**config.mk**
```make
export PLATFORM = sky130hd
export DESIGN_NAME = dual_steering_sensor_plausibility
export DESIGN_NICKNAME = d
export VERILOG_FILES = /design/src/design/dssp_pkg.sv /design/src/design/dssp_map_unit.sv /design/src/design/dssp_ctrl.sv /design/src/design/dssp_monitor.sv /design/src/design/dual_steering_sensor_plausibility.sv
export SDC_FILE = /design/constraint.sdc
export NUM_CORES = 1
export LEC_CHECK = 0
export ABC_AREA = 1
export BUFFER_PORTS_ARGS = -buffer_cell sky130_fd_sc_hd__buf_4
export CAP_MARGIN = 0
export CORE_MARGIN = 4
export CORE_UTILIZATION = 40
export CTS_CLUSTER_DIAMETER = 60
export DETAILED_ROUTE_END_ITERATION = 10
export PLACE_DENSITY = 0.69
export SKIP_LAST_GASP = 1
export SLEW_MARGIN = 20
export SYNTH_ARGS = -nofsm -noshare
export SYNTH_HDL_FRONTEND = slang
export SYNTH_HIERARCHICAL = 1
export SYNTH_SLANG_ARGS = --single-unit
```
**constraint.sdc**
```tcl
create_clock -name clk_i -period 7 [get_ports clk_i]
set_input_delay 1.4 -clock clk_i [delete_from_list [all_inputs] [get_ports clk_i]]
set_output_delay 1.4 -clock clk_i [all_outputs]
set_load 0.01 [all_outputs]
```
**src/design/dssp_pkg.sv**
```systemverilog
// Package of the steering sensor plausibility block: field widths, register
// indexes, configuration and control structs and state encodings. No dependencies.
`timescale 1ns / 1ps
`default_nettype none

package dssp_pkg;

  localparam int unsigned READ_W     = 16;
  localparam int unsigned ANGLE_W    = 14;
  localparam int unsigned OFFS_W     = 13;
  localparam int unsigned LIMIT_W    = 13;
  localparam int unsigned TMO_W      = 8;
  localparam int unsigned SEND_W     = 4;
  localparam int unsigned COUNT_W    = 9;
  localparam int unsigned CFG_IDX_W  = 3;
  localparam int unsigned CFG_DATA_W = 16;
  localparam int unsigned IN_DATA_W  = 64;
  localparam int unsigned OUT_DATA_W = 72;

  localparam logic [COUNT_W-1:0] COUNT_MAX = '1;

  // Bit positions inside the output tdata.
  localparam int unsigned OUT_ANGLE_A_LSB = 0;
  localparam int unsigned OUT_ANGLE_B_LSB = 14;
  localparam int unsigned OUT_DISC_A_BIT  = 28;
  localparam int unsigned OUT_DISC_B_BIT  = 29;
  localparam int unsigned OUT_IMP_BIT     = 30;
  localparam int unsigned OUT_WARN_BIT    = 31;
  localparam int unsigned OUT_DIS_BIT     = 32;
  localparam int unsigned OUT_SEND_BIT    = 33;
  localparam int unsigned OUT_RAW_A_LSB   = 34;
  localparam int unsigned OUT_RAW_B_LSB   = 50;
  localparam int unsigned OUT_USED_W      = 66;

  typedef enum logic [CFG_IDX_W-1:0] {
    REG_MAP_MIN     = 3'd0,
    REG_MAP_MAX     = 3'd1,
    REG_OFFSET_A    = 3'd2,
    REG_OFFSET_B    = 3'd3,
    REG_MAX_DIFF    = 3'd4,
    REG_DISC_CUTOFF = 3'd5,
    REG_TIMEOUT     = 3'd6,
    REG_SEND_IVL    = 3'd7
  } reg_idx_e;

  typedef struct packed {
    logic [READ_W-1:0]         map_min;
    logic [READ_W-1:0]         map_max;
    logic signed [OFFS_W-1:0]  offset_a;
    logic signed [OFFS_W-1:0]  offset_b;
    logic [LIMIT_W-1:0]        max_diff;
    logic [READ_W-1:0]         disc_cutoff;
    logic [TMO_W-1:0]          timeout;
    logic [SEND_W-1:0]         send_ivl;
  } cfg_t;

  localparam cfg_t CFG_RESET = '{
    map_min:     16'd0,
    map_max:     16'd65535,
    offset_a:    13'sd0,
    offset_b:    13'sd0,
    max_diff:    13'd100,
    disc_cutoff: 16'd0,
    timeout:     8'd10,
    send_ivl:    4'd5
  };

  // Sequencer outputs toward the datapath.
  typedef struct packed {
    logic in_ready;
    logic start_map;
    logic sel_b;
    logic cap_a;
    logic cap_b;
    logic commit;
  } ctrl_t;

  // Result flags and angles, packed in the order they sit in the output tdata.
  typedef struct packed {
    logic               send;
    logic               dis;
    logic               warn;
    logic               imp;
    logic               disc_b;
    logic               disc_a;
    logic [ANGLE_W-1:0] angle_b;
    logic [ANGLE_W-1:0] angle_a;
  } res_t;

  typedef enum logic [1:0] {
    ST_IDLE,
    ST_MAP_A,
    ST_MAP_B,
    ST_EVAL
  } ctrl_state_e;

  typedef enum logic [1:0] {
    PH_IDLE,
    PH_MUL,
    PH_DIV,
    PH_DONE
  } map_phase_e;

endpackage

`default_nettype wire

```
**src/design/dssp_map_unit.sv**
```systemverilog
// Shared mapping unit: clamps one reading, scales it by the angle span and divides
// by the map range with a restoring divider, one quotient bit per cycle. Uses dssp_pkg.
`timescale 1ns / 1ps
`default_nettype none

module dssp_map_unit #(
  parameter int unsigned SPAN = 3600,
  localparam int unsigned QW = $clog2(SPAN + 1)
) (
  input  wire logic                        clk_i,
  input  wire logic                        rst_ni,
  input  wire logic                        start_i,
  input  wire logic [dssp_pkg::READ_W-1:0] reading_i,
  input  wire logic [dssp_pkg::READ_W-1:0] map_min_i,
  input  wire logic [dssp_pkg::READ_W-1:0] map_max_i,
  output logic                             done_o,
  output logic [QW-1:0]                    mapped_o
);

  localparam int unsigned RW = dssp_pkg::READ_W;
  localparam int unsigned CW = $clog2(QW);
  localparam int unsigned PW = RW + QW;
  localparam logic [QW-1:0] SPAN_C = QW'(SPAN);

  dssp_pkg::map_phase_e phase_q, phase_d;
  logic [CW-1:0] cnt_q;
  logic          load, mul_en, div_en;

  logic [RW-1:0] clamped, ofs_q, den_q, rem_q, rem_d;
  logic          empty_q;
  logic [QW-1:0] low_q, quo_q;
  logic [PW-1:0] prod;
  logic [RW:0]   trial;
  logic          fits;

  // Next phase.
  always_comb begin
    phase_d = phase_q;
    case (phase_q)
      dssp_pkg::PH_IDLE: if (start_i) phase_d = dssp_pkg::PH_MUL;
      dssp_pkg::PH_MUL:  phase_d = dssp_pkg::PH_DIV;
      dssp_pkg::PH_DIV:  if (cnt_q == '0) phase_d = dssp_pkg::PH_DONE;
      dssp_pkg::PH_DONE: phase_d = start_i ? dssp_pkg::PH_MUL : dssp_pkg::PH_IDLE;
      default:           phase_d = dssp_pkg::PH_IDLE;
    endcase
  end

  // Phase decode.
  always_comb begin
    load   = 1'b0;
    mul_en = 1'b0;
    div_en = 1'b0;
    done_o = 1'b0;
    case (phase_q)
      dssp_pkg::PH_IDLE: load = start_i;
      dssp_pkg::PH_MUL:  mul_en = 1'b1;
      dssp_pkg::PH_DIV:  div_en = 1'b1;
      dssp_pkg::PH_DONE: begin
        done_o = 1'b1;
        load   = start_i;
      end
      default: ;
    endcase
  end

  always_ff @(posedge clk_i or negedge rst_ni) begin
    if (!rst_ni) begin
      phase_q <= dssp_pkg::PH_IDLE;
      cnt_q   <= '0;
    end else begin
      phase_q <= phase_d;
      if (mul_en) begin
        cnt_q <= CW'(QW - 1);
      end else if (div_en) begin
        cnt_q <= cnt_q - 1'b1;
      end
    end
  end

  always_comb begin
    if (reading_i < map_min_i) begin
      clamped = map_min_i;
    end else if (reading_i > map_max_i) begin
      clamped = map_max_i;
    end else begin
      clamped = reading_i;
    end
  end

  assign prod  = PW'(ofs_q) * PW'(SPAN_C);
  assign trial = {rem_q, low_q[QW-1]} - {1'b0, den_q};
  assign fits  = !trial[RW];
  // The partial remainder stays below the divisor, so it never needs more than RW bits.
  assign rem_d = fits ? trial[RW-1:0] : {rem_q[RW-2:0], low_q[QW-1]};

  always_ff @(posedge clk_i) begin
    if (load) begin
      ofs_q   <= clamped - map_min_i;
      den_q   <= map_max_i - map_min_i;
      empty_q <= (map_max_i <= map_min_i);
    end
    if (mul_en) begin
      // The quotient fits QW bits, so the upper product bits start out below the divisor.
      rem_q <= prod[PW-1:QW];
      low_q <= prod[QW-1:0];
    end else if (div_en) begin
      rem_q <= rem_d;
      low_q <= {low_q[QW-2:0], 1'b0};
      quo_q <= {quo_q[QW-2:0], fits};
    end
  end

  assign mapped_o = empty_q ? '0 : quo_q;

endmodule

`default_nettype wire

```
**src/design/dssp_ctrl.sv**
```systemverilog
// Sequencer of the plausibility block: takes a sample, runs the mapping unit on
// channel A and then B, and commits the result. Uses dssp_pkg.
`timescale 1ns / 1ps
`default_nettype none

module dssp_ctrl (
  input  wire logic     clk_i,
  input  wire logic     rst_ni,
  input  wire logic     in_valid_i,
  input  wire logic     map_done_i,
  input  wire logic     out_free_i,
  output dssp_pkg::ctrl_t ctl_o
);

  dssp_pkg::ctrl_state_e state_q, state_d;

  always_comb begin
    state_d = state_q;
    case (state_q)
      dssp_pkg::ST_IDLE:  if (in_valid_i) state_d = dssp_pkg::ST_MAP_A;
      dssp_pkg::ST_MAP_A: if (map_done_i) state_d = dssp_pkg::ST_MAP_B;
      dssp_pkg::ST_MAP_B: if (map_done_i) state_d = dssp_pkg::ST_EVAL;
      dssp_pkg::ST_EVAL:  if (out_free_i) state_d = dssp_pkg::ST_IDLE;
      default:            state_d = dssp_pkg::ST_IDLE;
    endcase
  end

  always_comb begin
    ctl_o = '0;
    case (state_q)
      dssp_pkg::ST_IDLE: begin
        ctl_o.in_ready  = 1'b1;
        ctl_o.start_map = in_valid_i;
      end
      dssp_pkg::ST_MAP_A: begin
        // Channel B starts in the same cycle that channel A is captured.
        ctl_o.cap_a     = map_done_i;
        ctl_o.start_map = map_done_i;
        ctl_o.sel_b     = 1'b1;
      end
      dssp_pkg::ST_MAP_B: ctl_o.cap_b = map_done_i;
      dssp_pkg::ST_EVAL:  ctl_o.commit = out_free_i;
      default: ;
    endcase
  end

  always_ff @(posedge clk_i or negedge rst_ni) begin
    if (!rst_ni) begin
      state_q <= dssp_pkg::ST_IDLE;
    end else begin
      state_q <= state_d;
    end
  end

endmodule

`default_nettype wire

```
**src/design/dssp_monitor.sv**
```systemverilog
// Plausibility monitor: compares the two angles, checks for disconnects, and keeps
// the implausible run count, warning, disable latch and send counter. Uses dssp_pkg.
`timescale 1ns / 1ps
`default_nettype none

module dssp_monitor #(
  parameter int unsigned AW = 14
) (
  input  wire logic                        clk_i,
  input  wire logic                        rst_ni,
  input  wire logic                        commit_i,
  input  wire dssp_pkg::cfg_t              cfg_i,
  input  wire logic [dssp_pkg::READ_W-1:0] reading_a_i,
  input  wire logic [dssp_pkg::READ_W-1:0] reading_b_i,
  input  wire logic signed [AW-1:0]        ang_a_i,
  input  wire logic signed [AW-1:0]        ang_b_i,
  output dssp_pkg::res_t                   res_o
);

  localparam int unsigned CNW = dssp_pkg::COUNT_W;
  localparam int unsigned SW  = dssp_pkg::SEND_W;

  logic [CNW-1:0] cnt_q, cnt_d;
  logic           run_q, run_d;
  logic           warn_q, warn_d;
  logic           latch_q, latch_d;
  logic [SW-1:0]  send_q, send_d, send_inc;
  logic           send;

  logic [AW:0] diff, mag;
  logic        disc_a, disc_b, imp;

  assign diff   = {ang_a_i[AW-1], ang_a_i} - {ang_b_i[AW-1], ang_b_i};
  assign mag    = diff[AW] ? (~diff + 1'b1) : diff;
  assign disc_a = reading_a_i < cfg_i.disc_cutoff;
  assign disc_b = reading_b_i < cfg_i.disc_cutoff;
  assign imp    = disc_a || disc_b || (mag > (AW + 1)'(cfg_i.max_diff));

  always_comb begin
    cnt_d   = cnt_q;
    run_d   = run_q;
    warn_d  = warn_q;
    latch_d = latch_q;
    if (imp) begin
      run_d = 1'b1;
      // The first implausible period of a run starts the count at zero.
      if (!run_q) begin
        cnt_d = '0;
      end else if (cnt_q != dssp_pkg::COUNT_MAX) begin
        cnt_d = cnt_q + 1'b1;
      end
      if (cnt_d > CNW'(cfg_i.timeout)) begin
        warn_d  = 1'b1;
        latch_d = 1'b1;
      end
    end else begin
      run_d  = 1'b0;
      cnt_d  = '0;
      warn_d = 1'b0;
    end
  end

  assign send_inc = send_q + 1'b1;
  assign send     = send_inc >= cfg_i.send_ivl;
  assign send_d   = send ? '0 : send_inc;

  always_ff @(posedge clk_i or negedge rst_ni) begin
    if (!rst_ni) begin
      cnt_q   <= '0;
      run_q   <= 1'b0;
      warn_q  <= 1'b0;
      latch_q <= 1'b0;
      send_q  <= '0;
    end else if (commit_i) begin
      cnt_q   <= cnt_d;
      run_q   <= run_d;
      warn_q  <= warn_d;
      latch_q <= latch_d;
      send_q  <= send_d;
    end
  end

  always_comb begin
    res_o.angle_a = ang_a_i[dssp_pkg::ANGLE_W-1:0];
    res_o.angle_b = ang_b_i[dssp_pkg::ANGLE_W-1:0];
    res_o.disc_a  = disc_a;
    res_o.disc_b  = disc_b;
    res_o.imp     = imp;
    res_o.warn    = warn_d;
    res_o.dis     = latch_d;
    res_o.send    = send;
  end

endmodule

`default_nettype wire

```
**src/design/dual_steering_sensor_plausibility.sv**
```systemverilog
// Top level of the dual steering sensor plausibility checker: configuration
// registers, sample and output registers. Uses dssp_pkg, dssp_ctrl, dssp_map_unit, dssp_monitor.
//
//   channel  direction  handshake                      payload
//   s_axis   in         s_axis_tvalid / s_axis_tready  s_axis_tdata, 64 bits
//   m_axis   out        m_axis_tvalid / m_axis_tready  m_axis_tdata, 72 bits
//   cfg      in         cfg_wr_en_i                    cfg_addr_i, cfg_wdata_i
//
// A new sample is taken only once the last one has been mapped and committed. The shared
// restoring divider maps channel A and then channel B at one quotient bit per cycle, each
// after its own multiply step.
// The result register holds a finished report while the next sample is mapped;
// the sequencer waits in its commit step only if that register is still full.
// Reset clears control state and loads the register defaults.
`timescale 1ns / 1ps
`default_nettype none

module dual_steering_sensor_plausibility #(
  parameter int unsigned READING_BITS      = 16,
  parameter int unsigned ANGLE_SPAN_TENTHS = 3600
) (
  input  wire logic                            clk_i,
  input  wire logic                            rst_ni,
  input  wire logic                            s_axis_tvalid,
  output logic                                 s_axis_tready,
  // reading_a, reading_b, raw_a, raw_b (16 bits each)
  input  wire logic [dssp_pkg::IN_DATA_W-1:0]  s_axis_tdata,
  output logic                                 m_axis_tvalid,
  input  wire logic                            m_axis_tready,
  // angle_a, angle_b (14 each), disconnected_a, disconnected_b, implausible_now,
  // implausible_warning, disable_vectoring, send_now, raw_a_out, raw_b_out (16 each)
  output logic [dssp_pkg::OUT_DATA_W-1:0]      m_axis_tdata,
  input  wire logic                            cfg_wr_en_i,
  input  wire logic [dssp_pkg::CFG_IDX_W-1:0]  cfg_addr_i,
  input  wire logic [dssp_pkg::CFG_DATA_W-1:0] cfg_wdata_i
);

  localparam int unsigned RW = dssp_pkg::READ_W;
  localparam int unsigned OW = dssp_pkg::OFFS_W;
  localparam int unsigned QW = $clog2(ANGLE_SPAN_TENTHS + 1);
  localparam int unsigned AW = (QW + 2 > dssp_pkg::ANGLE_W) ? QW + 2 : dssp_pkg::ANGLE_W;
  localparam int unsigned RB_EFF = (READING_BITS < RW) ? READING_BITS : RW;
  localparam logic [RW-1:0] READ_MASK = RW'((64'd1 << RB_EFF) - 64'd1);

  dssp_pkg::cfg_t  cfg_q;
  dssp_pkg::ctrl_t ctl;
  dssp_pkg::res_t  res;
  dssp_pkg::res_t  out_res_q;

  logic [RW-1:0]        ra_q, rb_q, raw_a_q, raw_b_q, out_raw_a_q, out_raw_b_q;
  logic [RW-1:0]        map_reading;
  logic                 map_done;
  logic [QW-1:0]        mapped;
  logic signed [AW-1:0] ang_a_q, ang_b_q;
  logic                 out_valid_q;
  logic                 out_free;
  logic                 in_xfer;

  // Configuration registers.
  always_ff @(posedge clk_i or negedge rst_ni) begin
    if (!rst_ni) begin
      cfg_q <= dssp_pkg::CFG_RESET;
    end else if (cfg_wr_en_i) begin
      case (dssp_pkg::reg_idx_e'(cfg_addr_i))
        dssp_pkg::REG_MAP_MIN:     cfg_q.map_min     <= cfg_wdata_i;
        dssp_pkg::REG_MAP_MAX:     cfg_q.map_max     <= cfg_wdata_i;
        dssp_pkg::REG_OFFSET_A:    cfg_q.offset_a    <= cfg_wdata_i[OW-1:0];
        dssp_pkg::REG_OFFSET_B:    cfg_q.offset_b    <= cfg_wdata_i[OW-1:0];
        dssp_pkg::REG_MAX_DIFF:    cfg_q.max_diff    <= cfg_wdata_i[dssp_pkg::LIMIT_W-1:0];
        dssp_pkg::REG_DISC_CUTOFF: cfg_q.disc_cutoff <= cfg_wdata_i;
        dssp_pkg::REG_TIMEOUT:     cfg_q.timeout     <= cfg_wdata_i[dssp_pkg::TMO_W-1:0];
        dssp_pkg::REG_SEND_IVL:    cfg_q.send_ivl    <= cfg_wdata_i[dssp_pkg::SEND_W-1:0];
        default: ;
      endcase
    end
  end

  assign out_free      = !out_valid_q || m_axis_tready;
  assign s_axis_tready = ctl.in_ready;
  assign in_xfer       = s_axis_tvalid && ctl.in_ready;

  dssp_ctrl u_ctrl (
    .clk_i      (clk_i),
    .rst_ni     (rst_ni),
    .in_valid_i (s_axis_tvalid),
    .map_done_i (map_done),
    .out_free_i (out_free),
    .ctl_o      (ctl)
  );

  // Channel A is mapped straight from the bus in the transfer cycle.
  assign map_reading = ctl.sel_b ? rb_q : (s_axis_tdata[RW-1:0] & READ_MASK);

  dssp_map_unit #(
    .SPAN (ANGLE_SPAN_TENTHS)
  ) u_map (
    .clk_i     (clk_i),
    .rst_ni    (rst_ni),
    .start_i   (ctl.start_map),
    .reading_i (map_reading),
    .map_min_i (cfg_q.map_min),
    .map_max_i (cfg_q.map_max),
    .done_o    (map_done),
    .mapped_o  (mapped)
  );

  always_ff @(posedge clk_i) begin
    if (in_xfer) begin
      ra_q    <= s_axis_tdata[RW-1:0] & READ_MASK;
      rb_q    <= s_axis_tdata[2*RW-1:RW] & READ_MASK;
      raw_a_q <= s_axis_tdata[3*RW-1:2*RW];
      raw_b_q <= s_axis_tdata[4*RW-1:3*RW];
    end
    if (ctl.cap_a) begin
      ang_a_q <= {{(AW - OW){cfg_q.offset_a[OW-1]}}, cfg_q.offset_a}
               - {{(AW - QW){1'b0}}, mapped};
    end
    if (ctl.cap_b) begin
      ang_b_q <= {{(AW - QW){1'b0}}, mapped}
               - {{(AW - OW){cfg_q.offset_b[OW-1]}}, cfg_q.offset_b};
    end
    if (ctl.commit) begin
      out_res_q   <= res;
      out_raw_a_q <= raw_a_q;
      out_raw_b_q <= raw_b_q;
    end
  end

  dssp_monitor #(
    .AW (AW)
  ) u_monitor (
    .clk_i       (clk_i),
    .rst_ni      (rst_ni),
    .commit_i    (ctl.commit),
    .cfg_i       (cfg_q),
    .reading_a_i (ra_q),
    .reading_b_i (rb_q),
    .ang_a_i     (ang_a_q),
    .ang_b_i     (ang_b_q),
    .res_o       (res)
  );

  always_ff @(posedge clk_i or negedge rst_ni) begin
    if (!rst_ni) begin
      out_valid_q <= 1'b0;
    end else if (ctl.commit) begin
      out_valid_q <= 1'b1;
    end else if (m_axis_tready) begin
      out_valid_q <= 1'b0;
    end
  end

  assign m_axis_tvalid = out_valid_q;
  assign m_axis_tdata  = {{(dssp_pkg::OUT_DATA_W - dssp_pkg::OUT_USED_W){1'b0}},
                          out_raw_b_q, out_raw_a_q, out_res_q};

endmodule

`default_nettype wire

```
# ---- Word level (Yosys, flattened, before mapping)
# Index checks and enable logic that the tools add are counted.
dict set report totals {
  ff_bits 351
  out_inout_bits 74
}
dict set report op_classes {
  n_addsub 10
  multipliers 1
  n_lt_le_gt_ge 8
  n_eq_ne 20
  n_mux 42
  n_bitwise 2
  reduce_logical 24
}
# operator n
set op_table {}
lappend op_table {{$mux 16} 6}
lappend op_table {{$lt 16x16->1} 3}
lappend op_table {{$mux 12} 3}
lappend op_table {{$mux 9} 4}
lappend op_table {{$sub 16x16->16} 2}
lappend op_table {{$sub 13x13->14} 2}
lappend op_table {{$mul 16x8->24 const B} 1}
lappend op_table {{$reduce_and 2->1} 10}
lappend op_table {{$sub 17x16->17} 1}
lappend op_table {{$gt 16x16->1} 1}
lappend op_table {{$le 16x16->1} 1}
lappend op_table {{$pmux 2 s4} 2}
lappend op_table {{$add 15x1->15 const B} 1}
lappend op_table {{$gt 15x13->1} 1}
lappend op_table {{$mux 1} 15}
lappend op_table {{$mux 15} 1}
lappend op_table {{$not 15->15} 1}
lappend op_table {{$sub 14x14->15} 1}
lappend op_table {{$mux 2} 7}
lappend op_table {{$eq 3x3->1 const B} 4}
lappend op_table {{$mux 4} 3}
lappend op_table {{$ne 2x1->1 const B} 5}
lappend op_table {{$add 9x1->9 const B} 1}
lappend op_table {{$gt 9x8->1} 1}
lappend op_table {{20 further kinds} 30}

# ---- Logic depth before layout (Yosys ltp)
# Gate-level depths: netlist of the first run.
dict set report logic_depth {
  depth_word 10
  mapped_depth 30
}

# ---- By module
# Netlist of the first run, hierarchy kept.
# module n_inst cells_each area_each_um2 seq_area_each_um2
set modules_own_cells {}
lappend modules_own_cells {dual_steering_sensor_plausibility 1 860 10476.3 7275.7}
lappend modules_own_cells {dssp_map_unit 1 1053 8484.4 2222.1}
lappend modules_own_cells {dssp_monitor 1 610 3883.7 400.4}
lappend modules_own_cells {dssp_ctrl 1 32 226.5 50.0}

# ---- Worst setup path after synthesis of the first run
# OpenSTA, ideal clock, no wires.
dict set report synth_timing {
  path_type {input to register}
  startpoint {input port s_axis_tdata[15] (netlist name)}
  endpoint {register u_map.ofs_q[12], data pin}
  arrival_time_ps 4306
  slack_ps 2434
  path_stages 19
  n_path_buf 1
  cell_sequence {mux2_2 ha_1 nand2_1 nor3_1 nand3_1 nand2_1 buf_2 nand2_1 o21ai_0 o21ai_0 ha_1 fa_1 o21ai_0 nand3_1 nand2_1 a21o_1 nand3_1 nand2_1 xor2_1}
}
dict set report synth_via {
  elab_chain_len 5
  elab_cells_between_ends 6
  cone_classes {add/sub (1); order compare (2); mux (3)}
}
# element line
set synth_lines {}
lappend synth_lines {{start, declared} dual_steering_sensor_plausibility.sv:27} ;# input wire logic [dssp_pkg::IN_DATA_W-1:0] s_axis_tdata,
lappend synth_lines {{$mux 16 (*)} dual_steering_sensor_plausibility.sv:92} ;# assign map_reading = ctl.sel_b ? rb_q : (s_axis_tdata[RW-1:0] & READ_MASK);
lappend synth_lines {{$gt 16x16->1} dssp_map_unit.sv:83} ;# end else if (reading_i > map_max_i) begin
lappend synth_lines {{$mux 16} dssp_map_unit.sv:83}
lappend synth_lines {{$mux 16 (*)} dssp_map_unit.sv:81} ;# if (reading_i < map_min_i) begin
lappend synth_lines {{$sub 16x16->16 (*)} dssp_map_unit.sv:98} ;# ofs_q <= clamped - map_min_i;
lappend synth_lines {{end signal, assigned} dssp_map_unit.sv:98}
lappend synth_lines {{end, declared} dssp_map_unit.sv:29} ;# logic [RW-1:0] clamped, ofs_q, den_q, rem_q, rem_d;
# Mark *: on every way between the ends. The rest lies on a longest branch, timed or not.
# A chain may end at the register's enable or synchronous reset.

==> results of run 1 <==
-- final cells by class --
type	count	area, um^2	area share (%)
multi-input cells	1704	10900	42.0
repair buffers	161	1210	4.64
clock inverters	20	260	0.998
inverters	428	1610	6.17
flip-flops and latches	351	9950	38.2
well taps	756	946	3.63
clock buffers	56	1150	4.40
-- cells in the final DEF (no fill, tap or decap), types with 36 or more instances in the layout --
master                      Yosys  routed
sky130_fd_sc_hd__nand3_1      117     117
sky130_fd_sc_hd__nand2_1      592     592
sky130_fd_sc_hd__inv_1        421     418
sky130_fd_sc_hd__edfxtp_1     227     227
sky130_fd_sc_hd__dfrtp_1      101     101
sky130_fd_sc_hd__o21ai_0       96      96
sky130_fd_sc_hd__xor2_1        57      57
sky130_fd_sc_hd__o21ai_1       36      36
sky130_fd_sc_hd__buf_4         42     161
sky130_fd_sc_hd__nor2_1       127     126
sky130_fd_sc_hd__a21oi_1      134     134
sky130_fd_sc_hd__clkbuf_16      0      44
sky130_fd_sc_hd__ha_1         248     248
sky130_fd_sc_hd__o21ai_2       41      41
-- path summary, 6_finish.rpt --
kind | cells after the start | from | end | slack, ns
setup / recovery | 20 | u_ctrl/state_q[1] | u_map/ofs_q[12] | 1.67
hold / removal | 0 | raw_b_q[2] | out_raw_b_q[2] | 0.41
setup reg to reg | 20 | u_ctrl/state_q[1] | u_map/ofs_q[12] | 1.67
hold reg to reg | 0 | raw_b_q[2] | out_raw_b_q[2] | 0.41
max in group asynchronous | 2 | rst_ni | cfg_q[94] | 4.70
min in group asynchronous | 1 | rst_ni | u_monitor/send_q[2] | 0.91
-- layer usage --
| layer | up-vias | track usage (%) | part of all wire (%) |
|---|---|---|---|
| met3 | 67 | 2.67 | 4.8 |
| li1 | 8625 | - | - |
| met5 | - | 0 | 0 |
| met2 | 329 | 28.6 | 47 |
| met1 | 7764 | 22.8 | 46 |
| met4 | 0 | 4.78 | 2.3 |
-- kinds of logic after synthesis --
kind of cell             Yosys count  share of synthesized area, %
AND/OR/NAND/NOR                  971                          18.6
buffers and inverters            505                          9.52
AO/OA/AOI/OAI                    355                          8.93
flip-flops                       351                          43.1
adder cells (fa/ha/maj)          278                          16.1
XOR/XNOR                          78                          2.96
multiplexers                      16                         0.781
other                              1                        0.0163
-- worst max-delay path: cells and delay by family (launching register included) --
family,cells,cell delay [ns]
compound gates,4,0.67
buf+inv,1,0.11
simple gates,9,1.55
fa+ha+maj,4,1.78
flops,1,0.41
mux,1,0.47
xor+xnor,1,0.06
-- stage by stage --
| step | utilization [%] | instances | hold slack [ns] | setup slack, ns |
|---|---|---|---|---|
| after floorplan | - | 2560 | 0.400 | 2.43 |
| after global placement | 43.5 | 3400 | 0.400 | 1.80 |
| after detailed placement | 43.5 | 3400 | 0.405 | 1.74 |
| after CTS | 46.0 | 3476 | 0.414 | 1.75 |
| after global routing | 46.0 | 3476 | 0.420 | 1.24 |
| final | 46.0 | 3476 | 0.414 | 1.67 |
==> results.json, run 1 <==
{
  "actual_transition_at_the_worst_max_transition_pin_ns": 0.995,
  "largest_net_degree_at_the_start_of_global_routing": 65,
  "fin_tns_setup_ns": 0,
  "port-buffer-count": 155,
  "rsz_0062_raised_after_global_routing": "no",
  "number_of_pins_exceeding_their_max_slew_limit_in_the_final_report": 0,
  "cts_tree": "done",
  "timing.clock.skew_ns": 0.0156,
  "first_global_vias": 16200,
  "die_w_um": 248,
  "cts.htree.levels": 2,
  "gp_congestion": 0.853,
  "die_area_um2": 61600,
  "cts_bufs_inserted": 41,
  "drive_gt1_share_pct": 14.6,
  "number_of_clock_sinks": 351,
  "start_kind": "flip-flop",
  "synth-edff-count": 227,
  "arrival_ns": 5.65,
  "asyncSetResetFlopFracSynth_pct": 35.3,
  "fp-row-count": 87,
  "place.detailed.hpwl_um": 40300,
  "relative_slew_slack_pct": 33.7,
  "detailroute.via_count": 16800,
  "min_period_ns": 5.33,
  "ff_latch_count_synth": 351,
  "dieHeight_um": 248,
  "achievable-frequency_ghz": 0.188,
  "holdCritPathClass": "flip-flop to flip-flop",
  "area_after_detailed_placement_um2": 24700,
  "nets": 3053,
  "registers.top_by_ff_count": "cfg_q",
  "synth.top_cells.by_count": "sky130_fd_sc_hd__nand2_1, sky130_fd_sc_hd__inv_1, sky130_fd_sc_hd__ha_1, sky130_fd_sc_hd__edfxtp_1, sky130_fd_sc_hd__a21oi_1",
  "synth_area_um2": 23100,
  "criticalPathCategory": "flip-flop to flip-flop",
  "n_fill_cell": 5361,
  "grt_util_all_layers_pct": 16.9,
  "fp.coreArea_um2": 56700,
  "clock-root-buffer": "sky130_fd_sc_hd__clkbuf_16",
  "final_setup_violation_count": 0,
  "routed_via_density": 4.83,
  "top_post_synthesis_cells_by_area": "sky130_fd_sc_hd__edfxtp_1, sky130_fd_sc_hd__ha_1, sky130_fd_sc_hd__dfrtp_1, sky130_fd_sc_hd__nand2_1, sky130_fd_sc_hd__inv_1",
  "starting_density_of_the_core_pct": 40.7,
  "gate_count_of_the_mapped_netlist": 2555,
  "cp.required_ns": 7.32,
  "worst_skew_pair.late_latency_ns": 0.58,
  "initial_antenna_violation_count": 0,
  "crit_path_max_fanout": 18,
  "average_wire_per_standard_cell_um": 14.9,
  "status": "complete, no violations",
  "cts_post_setup_buffers_inserted": 0,
  "post_cts_resized": 0,
  "drt_pass_1_iters": 5,
  "drt_iter0_drc": 1075,
  "first_pass_grt_wire_length_um": 83900,
  "pin_count": 162,
  "synth_flop_cell": "sky130_fd_sc_hd__edfxtp_1",
  "post_cts_hold_buffer_count": 0,
  "path_common_cell": "sky130_fd_sc_hd__nand2_1",
  "synth_largest_area_cell": "sky130_fd_sc_hd__edfxtp_1",
  "max_stage_delay_ns": 0.82,
  "syn-mean-instance-area_um2": 9.03,
  "post_cts_clock_slew_at_the_launch_and_capture_registers_of_the_worst_setup_and_hold_paths_ns": 0.06,
  "timing.critical_path.cells": "inv_1 -> ha_1 -> mux2_2 -> ha_1 -> nand2_1 -> nor3_1 -> nand3_1 -> nand2_1 -> nand2_1 -> o21ai_0 -> o21ai_0 -> ha_1 -> fa_1 -> o21ai_0 -> nand3_1 -> nand2_1 -> a21o_1 -> nand3_1 -> nand2_1 -> xor2_1",
  "yosysMostFrequentCell": "sky130_fd_sc_hd__nand2_1",
  "area_share_of_the_leading_cell_type_in_the_synthesized_netlist_pct": 29.5,
  "cell_type_of_the_slowest_stage_on_the_worst_timing_path": "sky130_fd_sc_hd__ha_1",
  "grt.overflow.total": 0,
  "max-cap-violations": 0,
  "flip_flop_count_of_the_largest_register_all_copies_and_words_added": 99,
  "synthesis.yosys.warnings": 6,
  "num_antenna_cells": 0,
  "layout_worst_path_cycle_share_pct": 76.1,
  "postRouteAntennaNets": 0,
  "clk_buf_depth": 3,
  "area_delta_synth_final_pct": 13.0,
  "postRouteWirelength_um": 51800,
  "hold_violations": 0,
  "endpoint_kind": "flip-flop",
  "netlist-cell-type-count": 56,
  "detail_route.drc_violations": 0,
  "final_cell_area_um2": 26100,
  "ys_seq_area_share_pct": 43.1
}
Power of run 1 is left out: the tool's default activity adds up to more than one toggle a clock period on the data nets, which glitch-free logic cannot reach.
==> run 2: changes to the inputs <==
--- a/config.mk
+++ b/config.mk
@@ -5,14 +5,14 @@
 export SDC_FILE = /design/constraint.sdc
 export NUM_CORES = 1
 export LEC_CHECK = 0
-export ABC_AREA = 1
+export ABC_AREA = 0
 export BUFFER_PORTS_ARGS = -buffer_cell sky130_fd_sc_hd__buf_4
 export CAP_MARGIN = 0
 export CORE_MARGIN = 4
 export CORE_UTILIZATION = 40
 export CTS_CLUSTER_DIAMETER = 60
 export DETAILED_ROUTE_END_ITERATION = 10
-export PLACE_DENSITY = 0.69
+export PLACE_DENSITY = 0.71
 export SKIP_LAST_GASP = 1
 export SLEW_MARGIN = 20
 export SYNTH_ARGS = -nofsm -noshare
==> constraint.sdc (replaced) <==
create_clock -name clk_i -period 4.81 [get_ports clk_i]
set_input_delay 0.962 -clock clk_i [delete_from_list [all_inputs] [get_ports clk_i]]
set_output_delay 0.962 -clock clk_i [all_outputs]
set_load 0.01 [all_outputs]
==> run 2 against run 1 <==
Against the previous run:
- largest cell class unchanged
- setup slack worse by 1.7 ns
- sequential share of layout area about the same
- highest routed layer unchanged
- hold slack better by 0.00077 ns
- first-iteration DRC count decreased by 11%
- clock-buffer cell count down 5
- synthesized cell count fell by 26%
- clock skew is 0.0085 ns higher
- flip-flop and latch count unchanged
- the run now ends with setup timing left
==> results.json, run 2 <==
{
  "postRouteWirelength_um": 52700,
  "num_antenna_cells": 0,
  "cts_bufs_inserted": 41,
  "hold_violations": 0,
  "port-buffer-count": 155,
  "fin_tns_setup_ns": -0.149,
  "die_w_um": 242,
  "whs_ns": 0.415,
  "ff_latch_count_synth": 351,
  "cellPowerDensity_nw_per_um2": 358,
  "dieHeight_um": 242,
  "asyncSetResetFlopFracSynth_pct": 35.3,
  "arrival_ns": 5.18,
  "cellLeakagePower_nw": 11.3,
  "initial_antenna_violation_count": 1,
  "drt_iter0_drc": 954,
  "violated_checks": "setup timing",
  "post_cts_hold_buffer_count": 0,
  "grt.overflow.total": 0,
  "post_cts_clock_slew_at_the_launch_and_capture_registers_of_the_worst_setup_and_hold_paths_ns": 0.06,
  "max-cap-violations": 0,
  "start_kind": "flip-flop",
  "layout.cells.non_filler": 2852,
  "worst_skew_pair.late_latency_ns": 0.56,
  "syn-mean-instance-area_um2": 11.6,
  "clock-root-buffer": "sky130_fd_sc_hd__clkbuf_16",
  "commonest_cells_after_routing_fill_and_taps_aside": "sky130_fd_sc_hd__buf_4, sky130_fd_sc_hd__ha_1, sky130_fd_sc_hd__edfxtp_1",
  "area_of_combinational_cells_with_multiple_inputs_um2": 11100,
  "synth.top_cells.by_count": "sky130_fd_sc_hd__ha_1, sky130_fd_sc_hd__edfxtp_1, sky130_fd_sc_hd__inv_1, sky130_fd_sc_hd__mux2_2, sky130_fd_sc_hd__dfrtp_1",
  "gp_congestion": 0.934,
  "ys_seq_area_share_pct": 45.5,
  "rsz_0062_raised_after_global_routing": "yes",
  "drt_pass_1_iters": 5,
  "nets": 2489,
  "synth_area_um2": 21900,
  "vdd_drop_max_uv": 302,
  "flip_flop_count_of_the_largest_register_all_copies_and_words_added": 99,
  "n_fill_cell": 4699,
  "endpoint_kind": "flip-flop",
  "achievable-frequency_ghz": 0.205,
  "synthesis.yosys.warnings": 6,
  "first_global_vias": 15500,
  "dpl.cell_count": 2753,
  "relative_slew_slack_pct": 28.3,
  "placement.setup.worst_slack_ns": -0.283,
  "status": "complete, but fails checks",
  "layout_worst_path_cycle_share_pct": 102,
  "seq_area_um2": 9950,
  "netlist-cell-type-count": 95,
  "drive_gt1_share_pct": 26.4,
  "top_post_synthesis_cells_by_area": "sky130_fd_sc_hd__edfxtp_1, sky130_fd_sc_hd__ha_1, sky130_fd_sc_hd__dfrtp_1, sky130_fd_sc_hd__mux2_2, sky130_fd_sc_hd__inv_1",
  "synth-edff-count": 227,
  "yosysMostFrequentCell": "sky130_fd_sc_hd__ha_1",
  "detailroute.via_count": 15200,
  "fp-row-count": 85,
  "first_pass_grt_wire_length_um": 82300,
  "cts_tree": "done",
  "finalPower_mw": 9.35,
  "grt_util_all_layers_pct": 17.2,
  "actual_transition_at_the_worst_max_transition_pin_ns": 1.07,
  "die_area_um2": 58500,
  "cp.required_ns": 5.11,
  "detail_route.drc_violations": 0,
  "place.detailed.hpwl_um": 40100,
  "gate_count_of_the_mapped_netlist": 1886,
  "criticalPathCategory": "flip-flop to flip-flop",
  "average_wire_per_standard_cell_um": 18.5,
  "holdCritPathClass": "flip-flop to flip-flop",
  "crit_path_max_fanout": 7,
  "most_common_library_cell_in_the_layout_ignoring_fill_and_taps": "sky130_fd_sc_hd__buf_4",
  "timing.clock.skew_ns": 0.0241,
  "area_delta_synth_final_pct": 19.3,
  "area_share_of_the_leading_cell_type_in_the_synthesized_netlist_pct": 31.2,
  "starting_density_of_the_core_pct": 40.5,
  "postRouteAntennaNets": 0,
  "largest_net_degree_at_the_start_of_global_routing": 66,
  "number_of_pins_exceeding_their_max_slew_limit_in_the_final_report": 0,
  "pin_count": 162,
  "clk_buf_depth": 3,
  "final_setup_violation_count": 3,
  "registers.top_by_ff_count": "cfg_q",
  "number_of_clock_sinks": 351,
  "final_ws_setup_ns": -0.0728,
  "fp.coreArea_um2": 54000,
  "min_period_ns": 4.88,
  "routed_via_density": 5.34,
  "synth_flop_cell": "sky130_fd_sc_hd__edfxtp_1",
  "cts.htree.levels": 2,
  "synth_largest_area_cell": "sky130_fd_sc_hd__edfxtp_1"
}
[run 2: cell count changes in the layout (fill, tap and decap cells not counted), sizes merged, moves of 84 or more]
| cell | delta |
|---|---|
| inv | -226 |
| mux2 | +109 |
| o21ai | -84 |
| nand2 | -561 |
| buf | +96 |
| nand3 | -115 |
[run 2: path summary, 6_finish.rpt]
check,depth (start not counted),from,slack (ns),to
max reg2reg,23,u_ctrl/state_q[0],-0.07,u_map/ofs_q[11]
max,23,u_ctrl/state_q[0],-0.07,u_map/ofs_q[11]
min in group asynchronous,1,rst_ni,0.50,cfg_q[14]
min reg2reg,0,raw_b_q[13],0.41,out_raw_b_q[13]
min,0,raw_b_q[13],0.41,out_raw_b_q[13]
max in group asynchronous,2,rst_ni,3.31,cfg_q[34]
[run 2: report_power, final]
part / switching (mW) / total [mW] / internal, mW
clock: 1.28 / 3.11 / 1.83
sequential: 0.160 / 3.69 / 3.53
combinational: 1.35 / 2.55 / 1.19
[run 2: layout make-up]
cell class              instances  share of cell area (%)
well taps                     696                    3.34
inverters                     202                    2.91
clock buffers                  51                    4.39
multi-input cells            1269                    42.7
flip-flops and latches        351                    38.1
clock inverters                25                   0.873
repair buffers                258                    7.70
[run 2: timing repair]
action	4_1_cts	5_1_grt
gates resized for setup	35	45
setup endpoints to repair	18	24
pin swaps	19	31
endpoints found under the hold margin	0	0
cloned	1	1
buffers inserted	12	11
[run 2: through the flow]
step           util [%]  cell area (um^2)
2_1_floorplan         -             21900
3_3_place_gp       44.6             24100
3_5_place_dp       44.6             24100
4_1_cts            47.7             25800
5_1_grt            48.3             26100
6_report           48.3             26100
[run 2: critical path, cell delays in order (launching register included)]
cell and delay (ns):
sky130_fd_sc_hd__dfrtp_1 0.43, sky130_fd_sc_hd__ha_4 0.20, sky130_fd_sc_hd__buf_12 0.15, sky130_fd_sc_hd__buf_6 0.12, sky130_fd_sc_hd__mux2_4 0.32, sky130_fd_sc_hd__ha_4 0.26
sky130_fd_sc_hd__nand4_1 0.18, sky130_fd_sc_hd__or3_4 0.41, sky130_fd_sc_hd__a21oi_4 0.15, sky130_fd_sc_hd__a211oi_4 0.06, sky130_fd_sc_hd__nor2_4 0.12, sky130_fd_sc_hd__mux2_4 0.32
sky130_fd_sc_hd__nor2_4 0.13, sky130_fd_sc_hd__a21oi_2 0.04, sky130_fd_sc_hd__ha_1 0.29, sky130_fd_sc_hd__nor2b_4 0.13, sky130_fd_sc_hd__o31a_1 0.26, sky130_fd_sc_hd__o211ai_1 0.21
sky130_fd_sc_hd__nand2_2 0.12, sky130_fd_sc_hd__buf_4 0.15, sky130_fd_sc_hd__buf_4 0.12, sky130_fd_sc_hd__a21o_1 0.16, sky130_fd_sc_hd__a211oi_2 0.20, sky130_fd_sc_hd__nor2_1 0.06
[run 2: logic make-up (layout without fill, tap and decap cells)]
logic type	Yosys count	in the layout	synth area share [%]
AOI/OAI and AO/OA	399	399	12.2
buffers and inverters	271	536	5.61
and+or+nand+nor	341	341	8.27
adders and majority gates	278	278	16.9
other	1	6	0.0171
muxes	152	152	7.69
xor gates and xnor gates	93	93	3.76
DFF	351	351	45.5
[run 2: metal layers]
metal | wire [um] | GRT usage (%) | vias up
li1 | - | - | 7273
met2 | 25400 | 29.3 | 348
met1 | 23700 | 23.0 | 7512
met4 | 1520 | 5.40 | 0
met3 | 1950 | 2.16 | 102
met5 | 0 | 0 | -
Power figures use the tool's default switching activity.
